## src/hw/rtl/gda_pkg.sv

```systemverilog
// Shared constants and month table for the Gregorian date add-days unit.
`timescale 1ns / 1ps
`default_nettype none

package gda_pkg;

  localparam int unsigned NUM_STAGES = 17;

  localparam logic [14:0] YEAR_BIAS    = 15'd400;
  localparam logic [17:0] DAYS_PER_ERA = 18'd146097;

  localparam logic [15:0] RECIP_400  = 16'((64'd1 << 24) / 64'd400);
  localparam logic [22:0] RECIP_ERA  = 23'((64'd1 << 40) / 64'd146097);
  localparam logic [17:0] RECIP_1460 = 18'((64'd1 << 28) / 64'd1460);
  localparam logic [18:0] RECIP_365  = 19'((64'd1 << 27) / 64'd365);

  // first and last supported day: 1600-01-01 and 9999-12-31 on a 400-year bias
  localparam logic [21:0] SERIAL_LO = 22'd730425;
  localparam logic [21:0] SERIAL_HI = 22'd3798461;

  // day of a March-based year on which month index mp starts
  function automatic logic [8:0] month_start(input logic [3:0] mp);
    logic [8:0] s;
    case (mp)
      4'd0:    s = 9'd0;
      4'd1:    s = 9'd31;
      4'd2:    s = 9'd61;
      4'd3:    s = 9'd92;
      4'd4:    s = 9'd122;
      4'd5:    s = 9'd153;
      4'd6:    s = 9'd184;
      4'd7:    s = 9'd214;
      4'd8:    s = 9'd245;
      4'd9:    s = 9'd275;
      4'd10:   s = 9'd306;
      4'd11:   s = 9'd337;
      default: s = 9'd0;
    endcase
    return s;
  endfunction

endpackage

`default_nettype wire

```

## src/hw/rtl/gda_date2serial.sv

```systemverilog
// Date to day serial pipeline: month folding, era split and offset add.
`timescale 1ns / 1ps
`default_nettype none

module gda_date2serial
  import gda_pkg::*;
(
  input  logic               clk,
  input  logic [4:0]         adv,
  input  logic [13:0]        year,
  input  logic [3:0]         month,
  input  logic [4:0]         day,
  input  logic signed [20:0] day_offset,
  output logic signed [23:0] serial
);

  logic [3:0]         m0;
  logic [3:0]         mp;
  logic               fold_dn;
  logic               fold_up;
  logic               jan_feb;
  logic [14:0]        yb_nxt;
  logic signed [23:0] dayoff_nxt;

  logic [14:0]        yb1_r;
  logic [8:0]         doy1_r;
  logic signed [23:0] dayoff1_r;

  logic [30:0]        p400;
  logic [5:0]         era2_r;
  logic [14:0]        yb2_r;
  logic [8:0]         doy2_r;
  logic signed [23:0] dayoff2_r;

  logic [14:0]        rem3;
  logic [5:0]         era3_r;
  logic [8:0]         yoe3_r;
  logic [8:0]         doy3_r;
  logic signed [23:0] dayoff3_r;

  logic [1:0]         cent4;
  logic [22:0]        base4_r;
  logic [17:0]        doe4_r;
  logic signed [23:0] dayoff4_r;

  logic signed [23:0] z5_r;

  // fold month into year, March-based month index
  always_comb begin
    fold_dn = 1'b0;
    fold_up = 1'b0;
    m0      = month - 4'd1;
    if (month == 4'd0) begin
      m0      = 4'd11;
      fold_dn = 1'b1;
    end else if (month >= 4'd13) begin
      m0      = month - 4'd13;
      fold_up = 1'b1;
    end
    jan_feb    = (m0 <= 4'd1);
    mp         = (m0 >= 4'd2) ? m0 - 4'd2 : m0 + 4'd10;
    yb_nxt     = {1'b0, year} + YEAR_BIAS + {14'd0, fold_up} - {14'd0, fold_dn}
                 - {14'd0, jan_feb};
    dayoff_nxt = $signed({19'd0, day}) - 24'sd1
                 + $signed({{3{day_offset[20]}}, day_offset});
  end

  always_ff @(posedge clk) begin
    if (adv[0]) begin
      yb1_r     <= yb_nxt;
      doy1_r    <= month_start(mp);
      dayoff1_r <= dayoff_nxt;
    end
  end

  assign p400 = {16'd0, yb1_r} * {15'd0, RECIP_400};

  always_ff @(posedge clk) begin
    if (adv[1]) begin
      era2_r    <= p400[29:24];
      yb2_r     <= yb1_r;
      doy2_r    <= doy1_r;
      dayoff2_r <= dayoff1_r;
    end
  end

  assign rem3 = yb2_r - {9'd0, era2_r} * 15'd400;

  always_ff @(posedge clk) begin
    if (adv[2]) begin
      if (rem3 >= 15'd400) begin
        era3_r <= era2_r + 6'd1;
        yoe3_r <= 9'(rem3 - 15'd400);
      end else begin
        era3_r <= era2_r;
        yoe3_r <= rem3[8:0];
      end
      doy3_r    <= doy2_r;
      dayoff3_r <= dayoff2_r;
    end
  end

  always_comb begin
    if (yoe3_r >= 9'd300) begin
      cent4 = 2'd3;
    end else if (yoe3_r >= 9'd200) begin
      cent4 = 2'd2;
    end else if (yoe3_r >= 9'd100) begin
      cent4 = 2'd1;
    end else begin
      cent4 = 2'd0;
    end
  end

  always_ff @(posedge clk) begin
    if (adv[3]) begin
      base4_r   <= {17'd0, era3_r} * {5'd0, DAYS_PER_ERA};
      doe4_r    <= {9'd0, yoe3_r} * 18'd365 + {11'd0, yoe3_r[8:2]} - {16'd0, cent4}
                   + {9'd0, doy3_r};
      dayoff4_r <= dayoff3_r;
    end
  end

  always_ff @(posedge clk) begin
    if (adv[4]) begin
      z5_r <= $signed({1'b0, base4_r}) + $signed({6'd0, doe4_r}) + dayoff4_r;
    end
  end

  assign serial = z5_r;

endmodule

`default_nettype wire

```

## src/hw/rtl/gda_serial2date.sv

```systemverilog
// Day serial to date pipeline: range clamp, era and year split, month lookup.
`timescale 1ns / 1ps
`default_nettype none

module gda_serial2date
  import gda_pkg::*;
(
  input  logic               clk,
  input  logic [11:0]        adv,
  input  logic signed [23:0] serial,
  output logic [13:0]        result_year,
  output logic [3:0]         result_month,
  output logic [4:0]         result_day,
  output logic               range_error
);

  logic [21:0] zc6_r;
  logic        err6_r;

  logic [44:0] p_era;
  logic [4:0]  era7_r;
  logic [21:0] zc7_r;
  logic        err7_r;

  logic [22:0] prod8;
  logic [21:0] prod8_r;
  logic [4:0]  era8_r;
  logic [21:0] zc8_r;
  logic        err8_r;

  logic [21:0] diff9;
  logic [4:0]  era9_r;
  logic [17:0] doe9_r;
  logic        err9_r;

  logic [35:0] p1460;
  logic [2:0]  q36524;
  logic [6:0]  q1460_10_r;
  logic [2:0]  q36524_10_r;
  logic        qlast10_r;
  logic [4:0]  era10_r;
  logic [17:0] doe10_r;
  logic        err10_r;

  logic [17:0] rem11;
  logic [6:0]  q1460_11_r;
  logic [2:0]  q36524_11_r;
  logic        qlast11_r;
  logic [4:0]  era11_r;
  logic [17:0] doe11_r;
  logic        err11_r;

  logic [17:0] t12_r;
  logic [4:0]  era12_r;
  logic [17:0] doe12_r;
  logic        err12_r;

  logic [36:0] p365;
  logic [8:0]  yoe13_r;
  logic [17:0] t13_r;
  logic [4:0]  era13_r;
  logic [17:0] doe13_r;
  logic        err13_r;

  logic [17:0] rem14;
  logic [8:0]  yoe14_r;
  logic [4:0]  era14_r;
  logic [17:0] doe14_r;
  logic        err14_r;

  logic [1:0]  cent15;
  logic [17:0] yday15;
  logic [8:0]  doy15_r;
  logic [8:0]  yoe15_r;
  logic [4:0]  era15_r;
  logic        err15_r;

  logic [3:0]  mp16;
  logic [3:0]  mp16_r;
  logic [8:0]  doy16_r;
  logic [8:0]  yoe16_r;
  logic [4:0]  era16_r;
  logic        err16_r;

  logic [3:0]  mm17;
  logic        jan_feb17;
  logic [14:0] year17;
  logic [8:0]  dd17;

  logic [13:0] year_r;
  logic [3:0]  month_r;
  logic [4:0]  day_r;
  logic        err_r;

  // clamp to the supported range
  always_ff @(posedge clk) begin
    if (adv[0]) begin
      if (serial < $signed({2'b00, SERIAL_LO})) begin
        zc6_r  <= SERIAL_LO;
        err6_r <= 1'b1;
      end else if (serial > $signed({2'b00, SERIAL_HI})) begin
        zc6_r  <= SERIAL_HI;
        err6_r <= 1'b1;
      end else begin
        zc6_r  <= serial[21:0];
        err6_r <= 1'b0;
      end
    end
  end

  assign p_era = {23'd0, zc6_r} * {22'd0, RECIP_ERA};

  always_ff @(posedge clk) begin
    if (adv[1]) begin
      era7_r <= p_era[44:40];
      zc7_r  <= zc6_r;
      err7_r <= err6_r;
    end
  end

  assign prod8 = {18'd0, era7_r} * {5'd0, DAYS_PER_ERA};

  always_ff @(posedge clk) begin
    if (adv[2]) begin
      prod8_r <= prod8[21:0];
      era8_r  <= era7_r;
      zc8_r   <= zc7_r;
      err8_r  <= err7_r;
    end
  end

  assign diff9 = zc8_r - prod8_r;

  always_ff @(posedge clk) begin
    if (adv[3]) begin
      if (diff9 >= {4'd0, DAYS_PER_ERA}) begin
        era9_r <= era8_r + 5'd1;
        doe9_r <= 18'(diff9 - {4'd0, DAYS_PER_ERA});
      end else begin
        era9_r <= era8_r;
        doe9_r <= diff9[17:0];
      end
      err9_r <= err8_r;
    end
  end

  assign p1460  = {18'd0, doe9_r} * {18'd0, RECIP_1460};
  assign q36524 = 3'(doe9_r >= 18'd36524) + 3'(doe9_r >= 18'd73048)
                  + 3'(doe9_r >= 18'd109572) + 3'(doe9_r >= 18'd146096);

  always_ff @(posedge clk) begin
    if (adv[4]) begin
      q1460_10_r  <= p1460[34:28];
      q36524_10_r <= q36524;
      qlast10_r   <= (doe9_r == 18'd146096);
      era10_r     <= era9_r;
      doe10_r     <= doe9_r;
      err10_r     <= err9_r;
    end
  end

  assign rem11 = doe10_r - {11'd0, q1460_10_r} * 18'd1460;

  always_ff @(posedge clk) begin
    if (adv[5]) begin
      q1460_11_r  <= (rem11 >= 18'd1460) ? q1460_10_r + 7'd1 : q1460_10_r;
      q36524_11_r <= q36524_10_r;
      qlast11_r   <= qlast10_r;
      era11_r     <= era10_r;
      doe11_r     <= doe10_r;
      err11_r     <= err10_r;
    end
  end

  always_ff @(posedge clk) begin
    if (adv[6]) begin
      t12_r   <= doe11_r - {11'd0, q1460_11_r} + {15'd0, q36524_11_r}
                 - {17'd0, qlast11_r};
      era12_r <= era11_r;
      doe12_r <= doe11_r;
      err12_r <= err11_r;
    end
  end

  assign p365 = {19'd0, t12_r} * {18'd0, RECIP_365};

  always_ff @(posedge clk) begin
    if (adv[7]) begin
      yoe13_r <= p365[35:27];
      t13_r   <= t12_r;
      era13_r <= era12_r;
      doe13_r <= doe12_r;
      err13_r <= err12_r;
    end
  end

  assign rem14 = t13_r - {9'd0, yoe13_r} * 18'd365;

  always_ff @(posedge clk) begin
    if (adv[8]) begin
      yoe14_r <= (rem14 >= 18'd365) ? yoe13_r + 9'd1 : yoe13_r;
      era14_r <= era13_r;
      doe14_r <= doe13_r;
      err14_r <= err13_r;
    end
  end

  always_comb begin
    if (yoe14_r >= 9'd300) begin
      cent15 = 2'd3;
    end else if (yoe14_r >= 9'd200) begin
      cent15 = 2'd2;
    end else if (yoe14_r >= 9'd100) begin
      cent15 = 2'd1;
    end else begin
      cent15 = 2'd0;
    end
    yday15 = {9'd0, yoe14_r} * 18'd365 + {11'd0, yoe14_r[8:2]} - {16'd0, cent15};
  end

  always_ff @(posedge clk) begin
    if (adv[9]) begin
      doy15_r <= 9'(doe14_r - yday15);
      yoe15_r <= yoe14_r;
      era15_r <= era14_r;
      err15_r <= err14_r;
    end
  end

  always_comb begin
    mp16 = 4'd0;
    for (int k = 1; k < 12; k++) begin
      mp16 = mp16 + 4'(month_start(4'(k)) <= doy15_r);
    end
  end

  always_ff @(posedge clk) begin
    if (adv[10]) begin
      mp16_r  <= mp16;
      doy16_r <= doy15_r;
      yoe16_r <= yoe15_r;
      era16_r <= era15_r;
      err16_r <= err15_r;
    end
  end

  always_comb begin
    mm17      = (mp16_r < 4'd10) ? mp16_r + 4'd3 : mp16_r - 4'd9;
    jan_feb17 = (mm17 <= 4'd2);
    dd17      = doy16_r - month_start(mp16_r) + 9'd1;
    year17    = {10'd0, era16_r} * 15'd400 + {6'd0, yoe16_r} + {14'd0, jan_feb17}
                - YEAR_BIAS;
  end

  always_ff @(posedge clk) begin
    if (adv[11]) begin
      year_r  <= year17[13:0];
      month_r <= mm17;
      day_r   <= dd17[4:0];
      err_r   <= err16_r;
    end
  end

  assign result_year  = year_r;
  assign result_month = month_r;
  assign result_day   = day_r;
  assign range_error  = err_r;

endmodule

`default_nettype wire

```

## src/hw/rtl/gregorian_date_add_days_unit.sv

```systemverilog
// Top level of the Gregorian date add-days unit: stage valids and flow control.
// Throughput: one transfer per cycle while out_stall is low or a stage is empty;
// the 17-stage pipeline is fully overlapped.
// Empty stages collapse under output stall, so input keeps flowing until all are full.
// Reset clears every stage valid bit; the datapath registers are not reset.
`timescale 1ns / 1ps
`default_nettype none

module gregorian_date_add_days_unit
  import gda_pkg::*;
(
  input  logic               clk,
  input  logic               rst_n,
  input  logic               in_valid,
  output logic               in_stall,
  input  logic [13:0]        in_year,
  input  logic [3:0]         in_month,
  input  logic [4:0]         in_day,
  input  logic signed [20:0] in_day_offset,
  output logic               out_valid,
  input  logic               out_stall,
  output logic [13:0]        out_result_year,
  output logic [3:0]         out_result_month,
  output logic [4:0]         out_result_day,
  output logic               out_range_error
);

  logic [NUM_STAGES:1] valid_r;
  logic [NUM_STAGES:1] valid_nxt;
  logic [NUM_STAGES:1] ld;
  logic signed [23:0]  serial;

  // a stage loads when any stage from it to the output is empty or the output drains
  for (genvar i = 1; i <= NUM_STAGES; i++) begin : g_ld
    assign ld[i] = !out_stall || !(&valid_r[NUM_STAGES:i]);
  end

  always_comb begin
    valid_nxt = valid_r;
    if (ld[1]) begin
      valid_nxt[1] = in_valid;
    end
    for (int i = 2; i <= NUM_STAGES; i++) begin
      if (ld[i]) begin
        valid_nxt[i] = valid_r[i-1];
      end
    end
  end

  always_ff @(posedge clk) begin
    if (!rst_n) begin
      valid_r <= '0;
    end else begin
      valid_r <= valid_nxt;
    end
  end

  gda_date2serial u_d2s (
    .clk        (clk),
    .adv        (ld[5:1]),
    .year       (in_year),
    .month      (in_month),
    .day        (in_day),
    .day_offset (in_day_offset),
    .serial     (serial)
  );

  gda_serial2date u_s2d (
    .clk          (clk),
    .adv          (ld[NUM_STAGES:6]),
    .serial       (serial),
    .result_year  (out_result_year),
    .result_month (out_result_month),
    .result_day   (out_result_day),
    .range_error  (out_range_error)
  );

  assign in_stall  = !ld[1];
  assign out_valid = valid_r[NUM_STAGES];

endmodule

`default_nettype wire

```

## config.mk

```make
export PLATFORM = sky130hd
export DESIGN_NAME = gregorian_date_add_days_unit
export DESIGN_NICKNAME = d
export VERILOG_FILES = /design/src/hw/rtl/gda_pkg.sv /design/src/hw/rtl/gda_date2serial.sv /design/src/hw/rtl/gda_serial2date.sv /design/src/hw/rtl/gregorian_date_add_days_unit.sv
export SDC_FILE = /design/constraint.sdc
export NUM_CORES = 2
export LEC_CHECK = 0
export ABC_AREA = 1
export BUFFER_PORTS_ARGS = -buffer_cell sky130_fd_sc_hd__buf_2
export CORE_UTILIZATION = 66
export DETAILED_ROUTE_END_ITERATION = 7
export PLACE_DENSITY = 0.8
export SLEW_MARGIN = 15
export SYNTH_ARGS = -nofsm -noshare
export SYNTH_HDL_FRONTEND = slang
export SYNTH_SLANG_ARGS = --single-unit
```

## constraint.sdc

```tcl
create_clock -name clk -period 10.4 [get_ports clk]
set_input_delay 2.08 -clock clk [delete_from_list [all_inputs] [get_ports clk]]
set_output_delay 2.08 -clock clk [all_outputs]
set_load 0.005 [all_outputs]
```

## Yosys cells after proc, flatten, opt, wreduce, memory -nomap -nowiden

Memory sizes are Yosys's and may differ from the RTL's. A register that Yosys moved wholly into a read port is not among the register bits.
Index checks and enable logic that the tools add are counted.

| word-level totals | value |
|---|---|
| memories | 2 |
| bits in registers | 613 |
| output and inout port bits | 26 |
| ROM bits | 288 |
| bits of input ports | 48 |

| operators by class | value |
|---|---|
| $add $sub $neg | 51 |
| multiply operators | 12 |
| magnitude comparators | 32 |
| multiplexer cells | 22 |
| equality and inequality tests | 1 |
| reduce and logical (&&, ||, !) cells | 54 |

Memory list:

| name | depth | width | read ports | clocked after Yosys merged registers in | write ports | RTL line | source |
|---|---|---|---|---|---|---|---|
| (name not given) | 16 | 9 | 1 | 1 | 0 | gda_pkg.sv:24 | `case (mp)` |
| (name not given) | 16 | 9 | 1 | 1 | 0 | gda_pkg.sv:24 |  |

Operators with widths:

| operator | number |
|---|---|
| $mul A22 B23 Y45 const B | 1 |
| $add A4 B1 Y4 | 9 |
| $ge A18 B17 Y1 const B | 2 |
| $le A8 B9 Y1 const A | 4 |
| $mul A18 B19 Y36 const B | 1 |
| $mul A9 B9 Y18 const B | 2 |
| $sub A18 B18 Y18 | 2 |
| $mul A18 B18 Y35 const B | 1 |
| $mul A15 B16 Y30 const B | 1 |
| $sub A15 B1 Y15 | 2 |
| $le A9 B9 Y1 const A | 3 |
| $add A23 B18 Y24 | 1 |
| $add A24 B24 Y24 | 1 |
| $gt A24 B23 Y1 const B | 1 |
| $lt A24 B21 Y1 const B | 1 |
| $mul A6 B18 Y23 const B | 1 |
| $add A6 B21 Y22 | 1 |
| $ge A22 B18 Y1 const B | 1 |
| $mul A5 B18 Y22 const B | 1 |
| $mux W22 | 1 |
| $sub A22 B22 Y22 | 1 |
| $mux W4 | 5 |
| $logic_not A1 Y1 | 19 |
| $add A18 B3 Y18 | 1 |
| 76 further kinds | 109 |

## Logic depth before layout (Yosys ltp)

| depth | value |
|---|---|
| depth after elaboration | 12 |
| mapped depth | 33 |

## Cells and area by module

Synthesis repeated with hierarchy kept, for this count alone.

| unflattened totals | value |
|---|---|
| cell total of the unflattened synthesis | 6880 |
| area, all modules | 66866.6 um^2 |

Modules (own cells, without submodules):

| module | instances | cells an instance | area an instance (um^2) |
|---|---|---|---|
| gda_serial2date | 1 | 4627 | 44830.5 |
| gda_date2serial | 1 | 2126 | 21151.5 |
| gregorian_date_add_days_unit | 1 | 127 | 884.6 |

## Worst setup path after synthesis

OpenSTA, ideal clock, no wires.

| timing | value |
|---|---|
| path kind | input to output |
| start | input out_stall |
| end | output in_stall |
| path buffers | 0 |
| stages on the path | 10 |
| setup slack | 1.479 ns |
| arrival time | 6.841 ns |
| cells stage by stage | nand4_2 -> nor2_4 -> nand3_2 -> nor2_2 -> nand2_1 -> nor2_2 -> nand2_2 -> nor2_4 -> nand3_2 -> inv_1 |

| between the ends | value |
|---|---|
| cells in the longest elaborated chain, start to end | 3 |

RTL lines:

| what | RTL line | source |
|---|---|---|
| start, declared | gregorian_date_add_days_unit.sv:21 | `input logic out_stall,` |
| $logic_not A1 Y1 | gregorian_date_add_days_unit.sv:35 | `assign ld[i] = !out_stall \|\| !(&valid_r[NUM_STAGES:i]);` |
| $logic_or A1 B1 Y1 | gregorian_date_add_days_unit.sv:35 |  |
| $logic_not A1 Y1 | gregorian_date_add_days_unit.sv:78 | `assign in_stall = !ld[1];` |
| end, declared | gregorian_date_add_days_unit.sv:15 | `output logic in_stall,` |

No other way between the ends.

## Worst setup path after layout

Same ends and word-level chain as after synthesis.

==> impl_metrics.csv <==
group,metric,value,unit
clock_network,cts_tree,"yes",
floorplanning,initial_utilization,0.666,
yosys,synth_nets,8472,
yosys,async_reset_ff_frac,0,
global_routing,grt_pass1_vias,46900,
global_routing,grtUsageTotal,0.303,
yosys,ys.flop_type,"edfxtp_1",
yosys,syn_area_per_cell,9.94,um^2
yosys,synth.top_cells.by_area,"edfxtp_1, ha_1, fa_1",
setup_path,cpMaxStageDelayCell,"buf_4",
route,antenna_left,0,
route,drtIter0Drc,2995,
timing,clock_skew,0.0385,ns
run_status,outcome,"finished clean",
timing,worst_pin_slew,1.12,ns
layout,nets,8619,
yosys,ys_warn_count,0,
clock_network,insertion_delay,0.64,ns
timing,drv_slew,0,
clock_network,cts_buffer_depth,3,
setup_path,critPathRequiredTime,8.32,ns
layout,fillers,7049,
layout,drive_above_1_share,0.0370,
clock_network,numCtsBuffers,68,
route,avgViaCountPerCell,5.59,
setup_path,arrival,5.69,ns
setup_path,crit_fanout,65,
place,routabilityCongestion,0.966,
route,routedWlPerCell,18.1,um
clock_network,cts_root_buffer,"clkbuf_16",
clock_network,htree_levels,3,
global_routing,grt-ovfl-total,0,
timing,timing.final.crit_period,7.77,ns
route,via_count,45200,
setup_path,cp-start-kind,"input port",
floorplanning,io_pins,74,
route,drtPass1Iterations,5,
yosys,synthCells,6580,
clock_network,cts.clk_slew.worst_paths,0.06,ns
timing,setup_violations,0,
timing,max_slew_margin,0.251,
place,dp_hpwl,123,mm
job,cap_violations,0,
timing,max_clock_freq,0.129,GHz
setup_path,crit_top_cell,"buf_4",
yosys,synthDistinctLibCells,61,
global_routing,antenna_found_initial,3,
floorplanning,coreArea,98300,um^2
setup_path,critPathKind,"in -> out",
yosys,syn-cell-area,65400,um^2
yosys,synth_top_area_share,0.272,
yosys,synth_seq_cells,615,
hold_path,hp-class,"reg -> reg",
timing,fin_crit_sh,0.747,
place,port_buffers,73,
floorplanning,die_area,100000,um^2
yosys,ys_seq_area_frac,0.279,
route,drc,0,
yosys,yosys.area.top_type,"edfxtp_1",
floorplanning,die_x,317,um
route,wl,146,mm
clock_network,hold_buffers,0,
floorplanning,row_count,115,
timing,tns,0,ns
global_routing,grt_max_degree,66,
setup_path,end_kind,"output port",
setup_path,crit_family,"buffers and inverters",
global_routing,grt_pass1_wl,238,mm
setup_path,crit_buf_inv,8,
layout,syn_to_final_growth,6.60,%
yosys,synth_edf_count,593,
timing,hold_viol,0,
clock_network,cts_resized,0,
setup_path,crit_chain,"buf_2 -> nand4_2 -> buf_4 -> nor2_4 -> nand3_2 -> buf_4 -> nor2_2 -> nand2_1 -> buf_4 -> nor2_2 -> nand2_2 -> buf_4 -> nor2_4 -> nand3_2 -> buf_4 -> inv_1 -> buf_2",
floorplanning,fp.dieH,317,um
clock_network,post_cts_buffers,0,
clock_network,cts_sinks,615,
timing,rsz0062_at_grt,"false",
setup_path,slowest_delay,0.62,ns
[cell families (layout without fill, tap and decap cells)]
family | after synthesis | in the layout | share of synthesized area
and+or+nand+nor | 1575 | 1575 | 0.103
DFF | 615 | 615 | 0.279
buffers and inverters | 1558 | 1761 | 0.0898
AOI/OAI and AO/OA | 706 | 706 | 0.0610
xor gates and xnor gates | 282 | 282 | 0.0379
other | 0 | 3 | 0
adders and majority gates | 1844 | 1844 | 0.429
[cell usage in the layout (no fill, tap or decap), drive strengths merged, types with 5 or more instances in the layout]
master,instances
buf,89
nor2,304
bufinv,5
o2111ai,5
o21a,16
clkinv,28
nand4,80
fa,669
a21boi,8
edfxtp,593
xnor2,96
o221ai,10
o21ai,193
a21o,28
dfxtp,22
o211ai,17
o21bai,18
nor3,56
nand3b,18
a31oi,25
a211oi,14
o31ai,5
clkbuf,82
nand2,858
nand3,221
nor4,12
ha,1175
inv,1551
clkinvlp,6
xor2,186
or2,19
a21oi,339
[worst register-to-register path, delay by kind of cell, from the launching register on]
family,cells,cell delay [ns]
flops,1,0.58
xor+xnor,1,0.15
simple gates,1,0.08
compound gates,4,0.77
buf+inv,6,0.44
fa+ha+maj,8,3.88
[state kept, by name, summed over array words and instances (netlist names), 22 cells and up, named ones only]
name and cells:
u_d2s.serial 24, u_d2s.base4_r 23, u_d2s.dayoff1_r 22, u_d2s.dayoff2_r 22, u_d2s.dayoff3_r 22, u_d2s.dayoff4_r 22, u_s2d.zc6_r 22, u_s2d.zc7_r 22
u_s2d.zc8_r 22
[worst paths after layout]
kind	slack [ns]	start	cells after the start	end
max	2.63	out_stall	17	in_stall
min reg2reg	0.41	u_s2d.doe12_r[3]	0	u_s2d.doe13_r[3]
max reg2reg	4.26	u_s2d.zc6_r[11]	20	u_s2d.era7_r[1]
min	0.41	u_s2d.doe12_r[3]	0	u_s2d.doe13_r[3]
[cell type report]
type | instances | area, um^2 | area share
inverter | 1546 | 5800 | 0.0832
clock inverter | 44 | 498 | 0.00714
timing repair buffer | 89 | 485 | 0.00696
tap | 1287 | 1610 | 0.0231
clock buffer | 82 | 1770 | 0.0254
sequential | 615 | 18200 | 0.262
multi-input combinational | 4407 | 41300 | 0.592
antenna | 3 | 7.51 | 0.000108
[layer usage]
layer	track usage	routed length, um	vias to the layer above
met2	0.523	71500	1359
met4	0.0952	4530	0
met1	0.391	60900	21800
met3	0.0505	9470	267
li1	-	-	21700
met5	0	0	-
[synthesized netlist by cell type, drive strengths merged (4+ instances only)]
cell type / instances
a221oi: 4
edfxtp: 593
xnor2: 96
o21ai: 193
a21boi: 8
dfxtp: 22
a21o: 28
fa: 669
nand2: 858
or2: 19
nor4: 12
nor3: 56
o31ai: 5
a211oi: 14
ha: 1175
o21bai: 18
a41oi: 4
buf: 7
clkbuf: 5
o211ai: 17
nand3b: 18
a31oi: 25
o221ai: 10
inv: 1544
o2111ai: 5
nor2: 304
nand3: 221
xor2: 186
nand4: 80
o21a: 16
a21oi: 339
[through the flow]
| stage | setup slack [ns] | hold slack [ns] | cell area [um^2] | std cells | utilization |
|---|---|---|---|---|---|
| floorplan | 1.48 | 0.400 | 65400 | 6580 | - |
| global placement | 2.75 | 0.400 | 67500 | 7944 | 0.686 |
| detailed placement | 2.66 | 0.405 | 67500 | 7944 | 0.686 |
| CTS | 2.62 | 0.405 | 69700 | 8070 | 0.710 |
| global route | 2.34 | 0.414 | 69700 | 8070 | 0.710 |
| finish | 2.63 | 0.409 | 69700 | 8073 | 0.710 |
Power is left out: the tool's default activity adds up to more than one toggle a clock period on the data nets, which glitch-free logic cannot reach.
